File: src/rtl/cst_pkg.sv
// Package for the connection slot table: sizes, operation and status codes,
// and the command and status bundles between controller and datapath.
// No dependencies.
package cst_pkg;

    localparam int MAX_ENTRIES = 1024;
    localparam int IDX_W       = $clog2(MAX_ENTRIES);
    localparam int SLOT_W      = 11;
    localparam int SOCK_W      = 31;
    localparam int PORT_W      = 16;
    localparam int MODE_W      = 2;
    localparam int STAT_W      = 2;

    localparam logic [SLOT_W-1:0] MAX_SLOT = SLOT_W'(MAX_ENTRIES);

    localparam logic [MODE_W-1:0] MODE_INSERT = 2'd0;
    localparam logic [MODE_W-1:0] MODE_REMOVE = 2'd1;
    localparam logic [MODE_W-1:0] MODE_SEARCH = 2'd2;
    localparam logic [MODE_W-1:0] MODE_READ   = 2'd3;

    localparam logic [STAT_W-1:0] ST_OK       = 2'd0;
    localparam logic [STAT_W-1:0] ST_FULL     = 2'd1;
    localparam logic [STAT_W-1:0] ST_NOTFOUND = 2'd2;
    localparam logic [STAT_W-1:0] ST_BADSLOT  = 2'd3;

    typedef struct packed {
        logic clr;        // one step of the valid-bit clearing sweep
        logic load;       // capture the input item
        logic ins_rd;     // read top of the free stack
        logic ins_wr;     // write the new entry
        logic ins_link;   // link the new entry behind the old tail
        logic rm_rd;      // read the addressed slot
        logic rm_exec;    // unlink and free the addressed slot
        logic sr_rd;      // read the slot under the search cursor
        logic sr_step;    // advance the search cursor
        logic res_full;
        logic res_bad;
        logic res_nf;
        logic res_rd;
        logic res_found;
        logic out_load;
    } t_cmd;

    typedef struct packed {
        logic             clr_last;
        logic [MODE_W-1:0] mode;
        logic             full;
        logic             slot_bad;
        logic             valid_q;
        logic             match;
        logic             cur_end;
        logic             out_free;
    } t_sts;

    // 1-based slot number to 0-based memory index.
    function automatic logic [IDX_W-1:0] idx_of(input logic [SLOT_W-1:0] s);
        logic [SLOT_W-1:0] t;
        t = s - 1'b1;
        return t[IDX_W-1:0];
    endfunction

endpackage

File: src/rtl/cst_ctrl.sv
// Controller of the connection slot table: sequences the clearing sweep and
// every operation. Depends on cst_pkg.
module cst_ctrl import cst_pkg::*; (
    input  logic              i_clk,
    input  logic              i_rst_n,
    input  logic              i_valid,
    input  logic [MODE_W-1:0] i_mode,
    input  t_sts              i_sts,
    output logic              o_stall,
    output t_cmd              o_cmd
);

    typedef enum logic [9:0] {
        S_CLR  = 10'b0000000001,
        S_IDLE = 10'b0000000010,
        S_INS0 = 10'b0000000100,
        S_INS1 = 10'b0000001000,
        S_INS2 = 10'b0000010000,
        S_RD0  = 10'b0000100000,
        S_RD1  = 10'b0001000000,
        S_SR0  = 10'b0010000000,
        S_SR1  = 10'b0100000000,
        S_DONE = 10'b1000000000
    } t_state;

    t_state r_state, n_state;

    always_ff @(posedge i_clk) begin
        if (!i_rst_n) begin
            r_state <= S_CLR;
        end else begin
            r_state <= n_state;
        end
    end

    assign o_stall = (r_state != S_IDLE);

    always_comb begin
        n_state = r_state;
        o_cmd   = '0;
        case (r_state)
            S_CLR: begin
                o_cmd.clr = 1'b1;
                if (i_sts.clr_last) n_state = S_IDLE;
            end
            S_IDLE: begin
                if (i_valid) begin
                    o_cmd.load = 1'b1;
                    case (i_mode)
                        MODE_INSERT: n_state = S_INS0;
                        MODE_SEARCH: n_state = S_SR0;
                        default:     n_state = S_RD0;
                    endcase
                end
            end
            S_INS0: begin
                if (i_sts.full) begin
                    o_cmd.res_full = 1'b1;
                    n_state = S_DONE;
                end else begin
                    o_cmd.ins_rd = 1'b1;
                    n_state = S_INS1;
                end
            end
            S_INS1: begin
                o_cmd.ins_wr = 1'b1;
                n_state = S_INS2;
            end
            S_INS2: begin
                o_cmd.ins_link = 1'b1;
                n_state = S_DONE;
            end
            S_RD0: begin
                if (i_sts.slot_bad) begin
                    o_cmd.res_bad = 1'b1;
                    n_state = S_DONE;
                end else begin
                    o_cmd.rm_rd = 1'b1;
                    n_state = S_RD1;
                end
            end
            S_RD1: begin
                if (!i_sts.valid_q) begin
                    o_cmd.res_bad = 1'b1;
                end else if (i_sts.mode == MODE_READ) begin
                    o_cmd.res_rd = 1'b1;
                end else begin
                    o_cmd.rm_exec = 1'b1;
                end
                n_state = S_DONE;
            end
            S_SR0: begin
                if (i_sts.cur_end) begin
                    o_cmd.res_nf = 1'b1;
                    n_state = S_DONE;
                end else begin
                    o_cmd.sr_rd = 1'b1;
                    n_state = S_SR1;
                end
            end
            S_SR1: begin
                if (!i_sts.valid_q) begin
                    o_cmd.res_nf = 1'b1;
                    n_state = S_DONE;
                end else if (i_sts.match) begin
                    o_cmd.res_found = 1'b1;
                    n_state = S_DONE;
                end else begin
                    o_cmd.sr_step = 1'b1;
                    n_state = S_SR0;
                end
            end
            S_DONE: begin
                if (i_sts.out_free) begin
                    o_cmd.out_load = 1'b1;
                    n_state = S_IDLE;
                end
            end
            default: n_state = S_CLR;
        endcase
    end

    // A result is only produced for an item that was taken.
    a_done_from_work: assert property (@(posedge i_clk) disable iff (!i_rst_n)
        (r_state == S_DONE) |-> ($past(r_state) != S_IDLE && $past(r_state) != S_CLR))
        else $error("result stage entered without an operation");

    // The sweep ends only on its last step.
    a_clr_exit: assert property (@(posedge i_clk) disable iff (!i_rst_n)
        (r_state == S_CLR && !i_sts.clr_last) |=> (r_state == S_CLR))
        else $error("clearing sweep left early");

    // Taking an item starts an operation; it is taken only when no result is pending.
    a_load_idle: assert property (@(posedge i_clk) disable iff (!i_rst_n)
        o_cmd.load |=> (r_state != S_IDLE && r_state != S_DONE))
        else $error("item load did not start an operation");

endmodule

File: config.mk
export PLATFORM = sky130hd
export DESIGN_NAME = cst_ctrl
export DESIGN_NICKNAME = d
export VERILOG_FILES = /design/src/rtl/cst_pkg.sv /design/src/rtl/cst_ctrl.sv
export SDC_FILE = /design/constraint.sdc
export NUM_CORES = 1
export LEC_CHECK = 0
export ABC_CLOCK_PERIOD_IN_PS = 2000
export BUFFER_PORTS_ARGS = -buffer_cell sky130_fd_sc_hd__buf_2
export CAP_MARGIN = 20
export CORE_AREA = 2 2 47 49
export DETAILED_ROUTE_END_ITERATION = 12
export DIE_AREA = 0 0 49 51
export GPL_ROUTABILITY_DRIVEN = 0
export PLACE_DENSITY = 0.69
export SLEW_MARGIN = 30
export SYNTH_ARGS = -nofsm -noshare
export SYNTH_HDL_FRONTEND = slang
export SYNTH_SLANG_ARGS = --single-unit
File: constraint.sdc
create_clock -name i_clk -period 2 [get_ports i_clk]
set_clock_uncertainty 0.15 [all_clocks]
set_input_delay 0.4 -clock i_clk [delete_from_list [all_inputs] [get_ports i_clk]]
set_output_delay 0.4 -clock i_clk [all_outputs]
set_load 0.02 [all_outputs]
-- After elaboration in Yosys (flattened, before gate mapping)
Index checks and enable logic that the tools add are counted.
- bits in registers: 10
- input port bits: 14
- output and inout bits: 16
- logic and storage cells: 62
- eq/ne operators: 16
- mux-type cells: 42
- reductions and logical operators: 3
- operator list (kind ; number):
    10-bit one-hot mux with 9 select lines ; 1
    10-bit two-way mux ; 8
    1-bit two-way mux ; 30
    8-bit one-hot mux with 2 select lines ; 1
    10-bit by 1-bit equality test with 1-bit output, second input constant ; 1
    10-bit equality test, second input constant ; 1
    10-bit by 2-bit equality test with 1-bit output, second input constant ; 1
    10-bit by 3-bit equality test with 1-bit output, second input constant ; 1
    10-bit by 4-bit equality test with 1-bit output, second input constant ; 1
    10-bit by 5-bit equality test with 1-bit output, second input constant ; 1
    10-bit by 6-bit equality test with 1-bit output, second input constant ; 1
    10-bit by 7-bit equality test with 1-bit output, second input constant ; 1
    10-bit by 8-bit equality test with 1-bit output, second input constant ; 1
    10-bit by 9-bit equality test with 1-bit output, second input constant ; 1
    10-bit by 2-bit inequality test with 1-bit output, second input constant ; 1
    2-bit inequality test, second input constant ; 3
    2-bit equality test, second input constant ; 2
    1-bit one-hot mux with 2 select lines ; 2
    3-bit AND reduction ; 1
    2-bit logical NOT ; 1
    2-bit OR reduction ; 1

-- Logic depth before layout (Yosys ltp)
Gate-level depths: netlist of the first run.
- depth in word-level cells: 4
- mapped depth: 6
- mapped depth without buffers: 5

-- Worst setup path before layout of the first run
Ideal clock, no wire load.
- path type: register -> output
- start point: register r_state[4]
- end point: output o_cmd[0] (netlist bit)
- arrival: 1.944 ns
- required time: 1.450 ns
- path slack: -0.494 ns
- cell stages (with the launch flop): 6
- cell sequence: dfxtp_1 -> buf_6 -> or4_4 -> buf_6 -> or3_4 -> nor3_1
- RTL lines (item ; line ; text):
    start, declared ; cst_ctrl.sv:26 ; t_state r_state, n_state;
    start signal, assigned ; cst_ctrl.sv:32 ; r_state <= n_state;
    end, declared ; cst_ctrl.sv:10 ; output t_cmd o_cmd

==> results.txt, run 1 <==
Routed WL: 3170 µm
Worst-Skew Late Latency: 260 ps
Post-synth ARST share: 0
predominant post-synthesis flop cell: dfxtp_1
crit path DAT: 1790 ps
CTS Root Cell: clkbuf_4
DRC: 0
total chip power: 722 µW
Startpoint Class: flip-flop
gr ovfl total: 0
Max Root-Sink Buffers: 2
Crit path required time: 1450 ps
Yosys top cell area share: 0.258
synthesis-stage register bit count: 10
final slew viol count: 0
PwrDens: 472 mW/mm²
layout cell share with drive strength beyond 1: 0.663
Crit. path cell count: 4
Area contributors post-synth: dfxtp_1, nand2b_1, nor4b_1
max reg flops: 10
synth warn: 0
Worst path max stage delay: 550 ps
largest net degree at the start of global routing: 10
WP buf/inv: 1
core footprint: 0.00206 mm²
Worst-path clk slew: 70 ps
Mapped Area: 777 µm²
final-stage net count: 178
Die Wd: 49 µm
Max Clk Rate: 0.427 GHz
setup slack after layout: -341 ps
Core Util, Final: 0.741
Largest Register: r_state
port bufs: 29
Worst R2R Start: r_state[4]
DP HPWL: 1890 µm
Distinct cells, synth: 38
Synth area leader: dfxtp_1
CTS H-tree lvls: 1
Routed Antenna Nets: 0
final hold slack: 163 ps
Initial DRT Pass Iterations: 4
Initial DRC Count: 47
number of synthesized flops with an enable pin: 0
Crit-path slowest cell: or4_4
post-synthesis net count: 114
Cells after Synth: 100
vias in the first global route: 1,059
Period Utilization, post-route: 1.17
Top Registers: r_state: 10 flops
starting density of the core: 0.377
crit path to: o_cmd[3]
CTS Buf Count: 3
HP Start: i_mode[1]
Reg2Reg Depth: 5
post-DR wirelength/cell: 16.6 µm
crit path cell chain: or4_4 > or3_4 > o21ai_4 > buf_6
count leader, synth: dfxtp_1
CP Class: reg -> out
die area: 0.00250 mm²
num ports: 30
Hold Buf Count CTS: 0
final setup vio count: 16
Top delay family on crit path: simple AND/OR/NAND/NOR gates
setup repair after global routing missed its margin: yes
status: complete, but fails checks
Slew headroom: 0.703
via count: 1,070
Commonest cells post-synth: dfxtp_1, nor2_1, nand2b_1, nor3_1
mean area per synthesized cell: 7.77 µm²
crit end category: primary output
max-cap check violation count: 0
Worst Hold Class: in -> reg
vias per cell: 5.60
synthesis-to-finish area growth: 96.8%
Die H: 51 µm
failing checks: setup timing
Sink Count: 10
Worst Tran Pin Value: 439 ps
Final Hold Vio Count: 0
Max Fanout on Critical Path: 3
global-route wire length before repair: 4970 µm
CTS tree: done
critical path startpoint: r_state[4]
peak supply drop: 0.500 mV
initial antenna violation count: 0
Period minus WS final: 2340 ps
Pleak: 0.629 nW
R2R Setup Slk: 70 ps
All-Layer GR Usage: 0.260
reg2reg end: r_state[0]
sequential fraction of the synthesis area: 0.258
Std-Cell Rows: 17
n_diodes: 0
TNS Setup: -4000 ps
-- placed cells by master (no fill, tap or decap), types with 2 or more instances in the layout --
cell,instances
or4b_4,2
nand2_1,2
nor4b_1,3
and2_1,3
nor3_4,3
o21ai_0,2
or4_1,2
nor4_1,2
nor4_4,5
nand3_1,2
buf_6,14
nor2_1,5
buf_4,35
inv_1,4
nor2b_1,2
a21oi_1,2
nand2b_1,7
nor3_1,2
a31oi_1,3
nor3_2,2
nor2_2,3
dfxtp_2,7
buf_2,15
dfxtp_1,3
or3_4,4
clkbuf_4,3
-- metrics by stage --
stage | std cells | setup WS [ps] | instance area (µm²)
after floorplan | 100 | -261 | 835
after global placement | 176 | -94.1 | 1160
after detailed placement | 176 | -131 | 1160
after CTS | 186 | -362 | 1460
after global routing | 191 | -387 | 1530
final | 191 | -341 | 1530
-- final cells by class --
cell class | instances | area (µm²)
timing repair buffer | 64 | 495
multi-input combinational | 80 | 732
clock buffer | 4 | 36.3
tap | 28 | 35.0
sequential | 10 | 209
inverter | 5 | 21.3
fill | 156 | 534
-- report_power, final --
| part | switching, mW | internal, mW |
|---|---|---|
| combinational | 0.170 | 0.160 |
| sequential | 0.00730 | 0.209 |
| clock | 0.0654 | 0.110 |
-- how the worst min path moves through the flow --
| stage | endpoint | slack (ps) | cells past startpoint |
|---|---|---|---|
| floorplan | r_state[2] | 330 | 1 |
| global placement | r_state[6] | 420 | 2 |
| detailed placement | r_state[6] | 430 | 2 |
| CTS | r_state[2] | 160 | 2 |
| global route | r_state[2] | 160 | 2 |
| finish | r_state[2] | 160 | 2 |
-- cell families after synthesis --
family,count (synthesis),synth area share
buffers and inverters,10,0.0692
xor gates and xnor gates,1,0.0113
and+or+nand+nor,62,0.517
AOI/OAI and AO/OA,17,0.145
DFF,10,0.258
-- metal layers --
layer,part of all wire,up-vias,track usage
met2,0.51,49,0.436
li1,-,509,-
met4,0.012,0,0.114
met1,0.42,506,0.328
met5,0,-,0
met3,0.059,6,0.0468
-- what timing repair did --
item	in CTS	in global routing
setup endpoints to repair	17	18
gates resized for setup	57	10
cloned	0	1
pin swaps	15	11
buffers inserted	6	5
Note: power is estimated with default switching activity, not from simulation.
==> run 2: changes to the inputs <==
--- a/config.mk
+++ b/config.mk
@@ -6,13 +6,12 @@
 export NUM_CORES = 1
 export LEC_CHECK = 0
 export ABC_CLOCK_PERIOD_IN_PS = 2000
-export BUFFER_PORTS_ARGS = -buffer_cell sky130_fd_sc_hd__buf_2
 export CAP_MARGIN = 20
-export CORE_AREA = 2 2 47 49
+export CORE_AREA = 2 2 45 47
 export DETAILED_ROUTE_END_ITERATION = 12
-export DIE_AREA = 0 0 49 51
+export DIE_AREA = 0 0 47 49
+export DONT_BUFFER_PORTS = 1
 export GPL_ROUTABILITY_DRIVEN = 0
-export PLACE_DENSITY = 0.69
 export SLEW_MARGIN = 30
 export SYNTH_ARGS = -nofsm -noshare
 export SYNTH_HDL_FRONTEND = slang
==> run 2 against run 1 <==
  * The run still ends with setup timing left
  * Sequential power about the same
  * Sequential cell count is the same
  * First-iteration DRC count decreased by 40%
  * Critical path depth down 1
  * Total power fell by 8.6%
  * Final cell count is 13% lower
  * Combinational power decreased by 22%
  * Via count shrank 12%
  * Register-to-register slack is essentially flat
  * Non-clock buffer count is 24 lower
  * Fmax down 0.30%
  * Global-route usage is 2.0 points lower
  * Highest routed layer unchanged
==> results.txt, run 2 (synthesis results as in run 1) <==
largest net degree at the start of global routing: 10 (unchanged)
CTS tree: done (unchanged)
Max Clk Rate: 0.426 GHz (was 0.427 GHz)
synthesis-to-finish area growth: 76.3% (was 96.8%)
Slew headroom: 0.652 (was 0.703)
num ports: 30 (unchanged)
final hold slack: 51.8 ps (was 163 ps)
post-placement setup slack: -72.9 ps (was -131 ps)
Routed WL: 2510 µm (was 3170 µm)
DP HPWL: 1760 µm (was 1890 µm)
most frequent cells in the layout: buf_4, buf_6, dfxtp_2 (was buf_4, buf_2, buf_6)
Largest Register: r_state (unchanged)
Max Fanout on Critical Path: 4 (was 3)
Sink Count: 10 (unchanged)
starting density of the core: 0.422 (was 0.377)
global-route wire length before repair: 4060 µm (was 4970 µm)
Hold Path Depth: 1 (was 2)
setup repair after global routing missed its margin: yes (unchanged)
PwrDens: 482 mW/mm² (was 472 mW/mm²)
Pleak: 0.519 nW (was 0.629 nW)
Worst Hold Class: in -> reg (unchanged)
Worst Tran Pin Value: 519 ps (was 439 ps)
CTS Root Cell: clkbuf_4 (unchanged)
layout cell share with drive strength beyond 1: 0.604 (was 0.663)
max reg flops: 10 (unchanged)
switching share of power: 0.339 (was 0.336)
max-cap check violation count: 0 (unchanged)
Final Hold Vio Count: 0 (unchanged)
final slew viol count: 0 (unchanged)
vias in the first global route: 923 (was 1,059)
Max Root-Sink Buffers: 2 (unchanged)
Period Utilization, post-route: 1.17 (about the same)
Comb power frac: 0.389 (was 0.457)
n_diodes: 0 (unchanged)
Initial DRT Pass Iterations: 4 (unchanged)
Top Registers: r_state: 10 flops (unchanged)
die area: 0.00230 mm² (was 0.00250 mm²)
vias per cell: 5.67 (was 5.60)
core footprint: 0.00184 mm² (was 0.00206 mm²)
sequential share of power: 0.328 (was 0.300)
Worst-path clk slew: 70 ps (about the same)
status: complete, but fails checks (unchanged)
gr ovfl total: 0 (unchanged)
Routed Antenna Nets: 0 (unchanged)
setup slack after layout: -349 ps (was -341 ps)
final-stage net count: 154 (was 178)
crit end category: primary output (unchanged)
R2R Setup Slk: 70 ps (about the same)
Period minus WS final: 2350 ps (was 2340 ps)
Startpoint Class: flip-flop (unchanged)
port bufs: 0 (was 29)
crit path DAT: 1800 ps (was 1790 ps)
CP Class: reg -> out (unchanged)
hold worst-path end: r_state[2] (unchanged)
CTS H-tree lvls: 1 (unchanged)
Std-Cell Rows: 16 (was 17)
All-Layer GR Usage: 0.241 (was 0.260)
TNS Setup: -3320 ps (was -4000 ps)
Die Wd: 47 µm (was 49 µm)
most common cell after layout, fill and taps aside: buf_4 (unchanged)
peak supply drop: 0.360 mV (was 0.500 mV)
CTS Buf Count: 3 (unchanged)
post-DR wirelength/cell: 15.1 µm (was 16.6 µm)
Worst R2R Start: r_state[4] (unchanged)
reg2reg end: r_state[9] (was r_state[0])
initial antenna violation count: 0 (unchanged)
Crit path required time: 1450 ps (about the same)
HP Start: i_mode[0] (was i_mode[1])
Worst-Skew Late Latency: 270 ps (was 260 ps)
Core Util, Final: 0.744 (was 0.741)
Reg2Reg Depth: 6 (was 5)
final setup vio count: 16 (unchanged)
via count: 941 (was 1,070)
Power Internal: 436 µW (was 479 µW)
DRC: 0 (unchanged)
Clk network pwr share: 0.283 (was 0.243)
Initial DRC Count: 28 (was 47)
Hold Buf Count CTS: 0 (unchanged)
P_sw: 224 µW (was 243 µW)
failing checks: setup timing (unchanged)
Die H: 49 µm (was 51 µm)
[run 2: worst max-delay path by stage]
stage	from	endpoint	slack, ps	cells past startpoint
floorplan	r_state[4]	o_cmd[0]	-260	5
global placement	r_state[4]	o_cmd[0]	-60	3
detailed placement	r_state[4]	o_cmd[0]	-70	3
CTS	r_state[4]	o_cmd[0]	-360	3
global route	r_state[4]	o_cmd[0]	-400	3
finish	r_state[4]	o_cmd[0]	-350	3
[run 2: layout make-up]
type                       instances  area [µm²]
clock buffer                       4        36.3
multi-input combinational         80         741
timing repair buffer              40         330
inverter                           5        18.8
tap                               27        33.8
sequential                        10         210
fill                             147         472
[run 2: through the flow]
stage	cells	instance area [µm²]	total power, mW
final	166	1370	0.660
after global routing	166	1370	0.699
after CTS	164	1300	0.642
after detailed placement	153	1060	0.416
after global placement	153	1060	0.414
after floorplan	100	835	0.343
[run 2: critical path, cell delays in order (launching register included)]
cell and delay, ps:
dfxtp_2 320, or4_4 550, or3_4 380, nor3_4 280
[run 2: layer usage]
layer / vias up / wire (µm) / GRT usage
met3: 4 / 115 / 0.0741
li1: 461 / - / -
met4: 0 / 31 / 0.0509
met1: 450 / 1100 / 0.311
met5: - / 0 / 0
met2: 26 / 1260 / 0.386
[run 2: power by group through the flow]
| stage | combinational [mW] | sequential, mW | clock, mW |
|---|---|---|---|
| floorplan | 0.124 | 0.219 | 0 |
| global placement | 0.196 | 0.218 | 0 |
| detailed placement | 0.198 | 0.218 | 0 |
| CTS | 0.235 | 0.215 | 0.192 |
| global route | 0.277 | 0.218 | 0.204 |
| finish | 0.257 | 0.217 | 0.187 |
[run 2: what timing repair did]
| item | in CTS | in global routing |
|---|---|---|
| setup buffers | 7 | 5 |
| gates resized for setup | 35 | 15 |
| pin swaps | 11 | 4 |
| setup endpoints to repair | 16 | 20 |
| endpoints found under the hold margin | 0 | 0 |
==> run 3: changes to the inputs <==
--- a/config.mk
+++ b/config.mk
@@ -12,6 +12,7 @@
 export DIE_AREA = 0 0 47 49
 export DONT_BUFFER_PORTS = 1
 export GPL_ROUTABILITY_DRIVEN = 0
+export PLACE_DENSITY = 0.63
 export SLEW_MARGIN = 30
 export SYNTH_ARGS = -nofsm -noshare
 export SYNTH_HDL_FRONTEND = slang
==> run 3 against run 2 <==
  * The flow still finishes with violations (setup timing)
  * Via count down 5.7%
  * Fmax grew 0.62%
  * Die area did not move
  * Setup slack better by 14 ps
  * Sequential power about the same
  * Global-route usage down 2.2 points
  * Combinational power shrank 7.8%
  * Non-clock buffer count is 7 lower
  * Hold slack hardly changed
  * Critical endpoint unchanged
  * Largest cell class unchanged
==> results.txt, run 3 (synthesis results as in run 1) <==
Hold Buf Count CTS: 0 (unchanged)
CTS Buf Count: 3 (unchanged)
Initial DRC Count: 23 (was 28)
core footprint: 0.00184 mm² (unchanged)
Worst-Skew Late Latency: 270 ps (about the same)
setup repair after global routing missed its margin: yes (unchanged)
Crit path required time: 1450 ps (about the same)
Worst Hold Class: in -> reg (unchanged)
DP Area: 0.00106 mm² (unchanged)
vias in the first global route: 849 (was 923)
Startpoint Class: flip-flop (unchanged)
DRC: 0 (unchanged)
Max Root-Sink Buffers: 2 (unchanged)
most frequent cells in the layout: buf_4, nand2b_1 (was buf_4, buf_6, dfxtp_2)
layout cell share with drive strength beyond 1: 0.553 (was 0.604)
Period minus WS final: 2330 ps (was 2350 ps)
DP HPWL: 1780 µm (was 1760 µm)
setup slack after layout: -334 ps (was -349 ps)
Final Hold Vio Count: 0 (unchanged)
post-DR wirelength/cell: 14.9 µm (was 15.1 µm)
Fillers: 151 (was 147)
Routed WL: 2370 µm (was 2510 µm)
Top Registers: r_state: 10 flops (unchanged)
crit end category: primary output (unchanged)
gr ovfl total: 0 (unchanged)
max-cap check violation count: 0 (unchanged)
Routed Antenna Nets: 0 (unchanged)
starting density of the core: 0.422 (unchanged)
Slew headroom: 0.761 (was 0.652)
Largest Register: r_state (unchanged)
met3 usage: 0.0815 (was 0.0741)
failing checks: setup timing (unchanged)
design area: 0.00126 mm² (was 0.00137 mm²)
vias per cell: 5.58 (was 5.67)
CTS tree: done (unchanged)
via count: 887 (was 941)
final slew viol count: 0 (unchanged)
status: complete, but fails checks (unchanged)
most common cell after layout, fill and taps aside: buf_4 (unchanged)
Core Util, Final: 0.685 (was 0.744)
port bufs: 0 (unchanged)
Die H: 49 µm (unchanged)
CTS H-tree lvls: 1 (unchanged)
Initial DRT Pass Iterations: 4 (unchanged)
initial antenna violation count: 0 (unchanged)
Max Fanout on Critical Path: 4 (unchanged)
num ports: 30 (unchanged)
largest net degree at the start of global routing: 10 (unchanged)
die area: 0.00230 mm² (unchanged)
PwrDens: 508 mW/mm² (was 482 mW/mm²)
Die Wd: 47 µm (unchanged)
Sink Count: 10 (unchanged)
Worst-path clk slew: 70 ps (about the same)
Worst path max stage delay: 550 ps (about the same)
n_diodes: 0 (unchanged)
GRT met2 Usage: 0.336 (was 0.386)
Pleak: 0.475 nW (was 0.519 nW)
All-Layer GR Usage: 0.218 (was 0.241)
CTS Root Cell: clkbuf_4 (unchanged)
Period Utilization, post-route: 1.17 (about the same)
crit path cell chain: or4_4 > or3_4 > nor3_4 (unchanged)
Std-Cell Rows: 16 (unchanged)
synthesis-to-finish area growth: 62.5% (was 76.3%)
TNS Setup: -3310 ps (was -3320 ps)
peak supply drop: 0.409 mV (was 0.360 mV)
GR met1 Demand/Resource: 0.292 (was 0.311)
final-stage net count: 147 (was 154)
layer with the highest usage: met2 (unchanged)
Crit-path slowest cell: or4_4 (unchanged)
Max Clk Rate: 0.428 GHz (was 0.426 GHz)
max reg flops: 10 (unchanged)
final setup vio count: 16 (unchanged)
crit path DAT: 1780 ps (was 1800 ps)
global-route wire length before repair: 3680 µm (was 4060 µm)
CP Class: reg -> out (unchanged)
Worst Tran Pin Value: 357 ps (was 519 ps)
[run 3: layout make-up]
type / count / area [µm²] / share of cell area
Clock buffer: 4 / 36.3 / 0.0287
Sequential cell: 10 / 206 / 0.164
Multi-Input combinational cell: 80 / 712 / 0.564
Inverter: 5 / 18.8 / 0.0149
Tap cell: 27 / 33.8 / 0.0268
Timing Repair Buffer: 33 / 255 / 0.202
[run 3: worst paths after layout]
kind                                  from          to  slack [ps]  cells past startpoint
worst max-delay path            r_state[4]    o_cmd[0]        -330                      3
worst min-delay path             i_mode[0]  r_state[2]          50                      1
worst max register to register  r_state[8]  r_state[7]          70                      6
worst min register to register  r_state[4]  r_state[6]         450                      2
[run 3: layer usage]
metal  up-vias  share of wire
met5         -              0
met4         0         0.0067
met3         2          0.076
met2        36           0.48
met1       408           0.44
li1        441              -
[run 3: critical path: cells and delay by family (launching register included)]
family | cells | cell delay (ps)
and+or+nand+nor | 3 | 1210
DFF | 1 | 310
[run 3: stage by stage]
stage / setup slack [ps] / hold slack (ps) / total power, mW / instances
final: -334 / 52.1 / 0.642 / 159
after global routing: -390 / 40.8 / 0.673 / 159
after CTS: -351 / 45.2 / 0.623 / 158
after detailed placement: -78.4 / 333 / 0.411 / 153
after global placement: -66.7 / 338 / 0.408 / 153
after floorplan: -261 / 327 / 0.343 / 100
[run 3: power by group]
part           internal, mW  leakage, nW  switching, mW
Sequential            0.209       0.0828        0.00585
Combinational         0.107        0.371          0.130
Clock                 0.111       0.0210         0.0790
Total                 0.427        0.475          0.215
[run 3: repair_timing]
| item | in CTS | in global routing |
|---|---|---|
| pin swaps | 6 | 5 |
| cloned | 0 | 0 |
| endpoints found under the setup margin | 16 | 16 |
| gates resized for setup | 17 | 16 |
| buffers inserted | 1 | 1 |
| endpoints found under the hold margin | 0 | 0 |
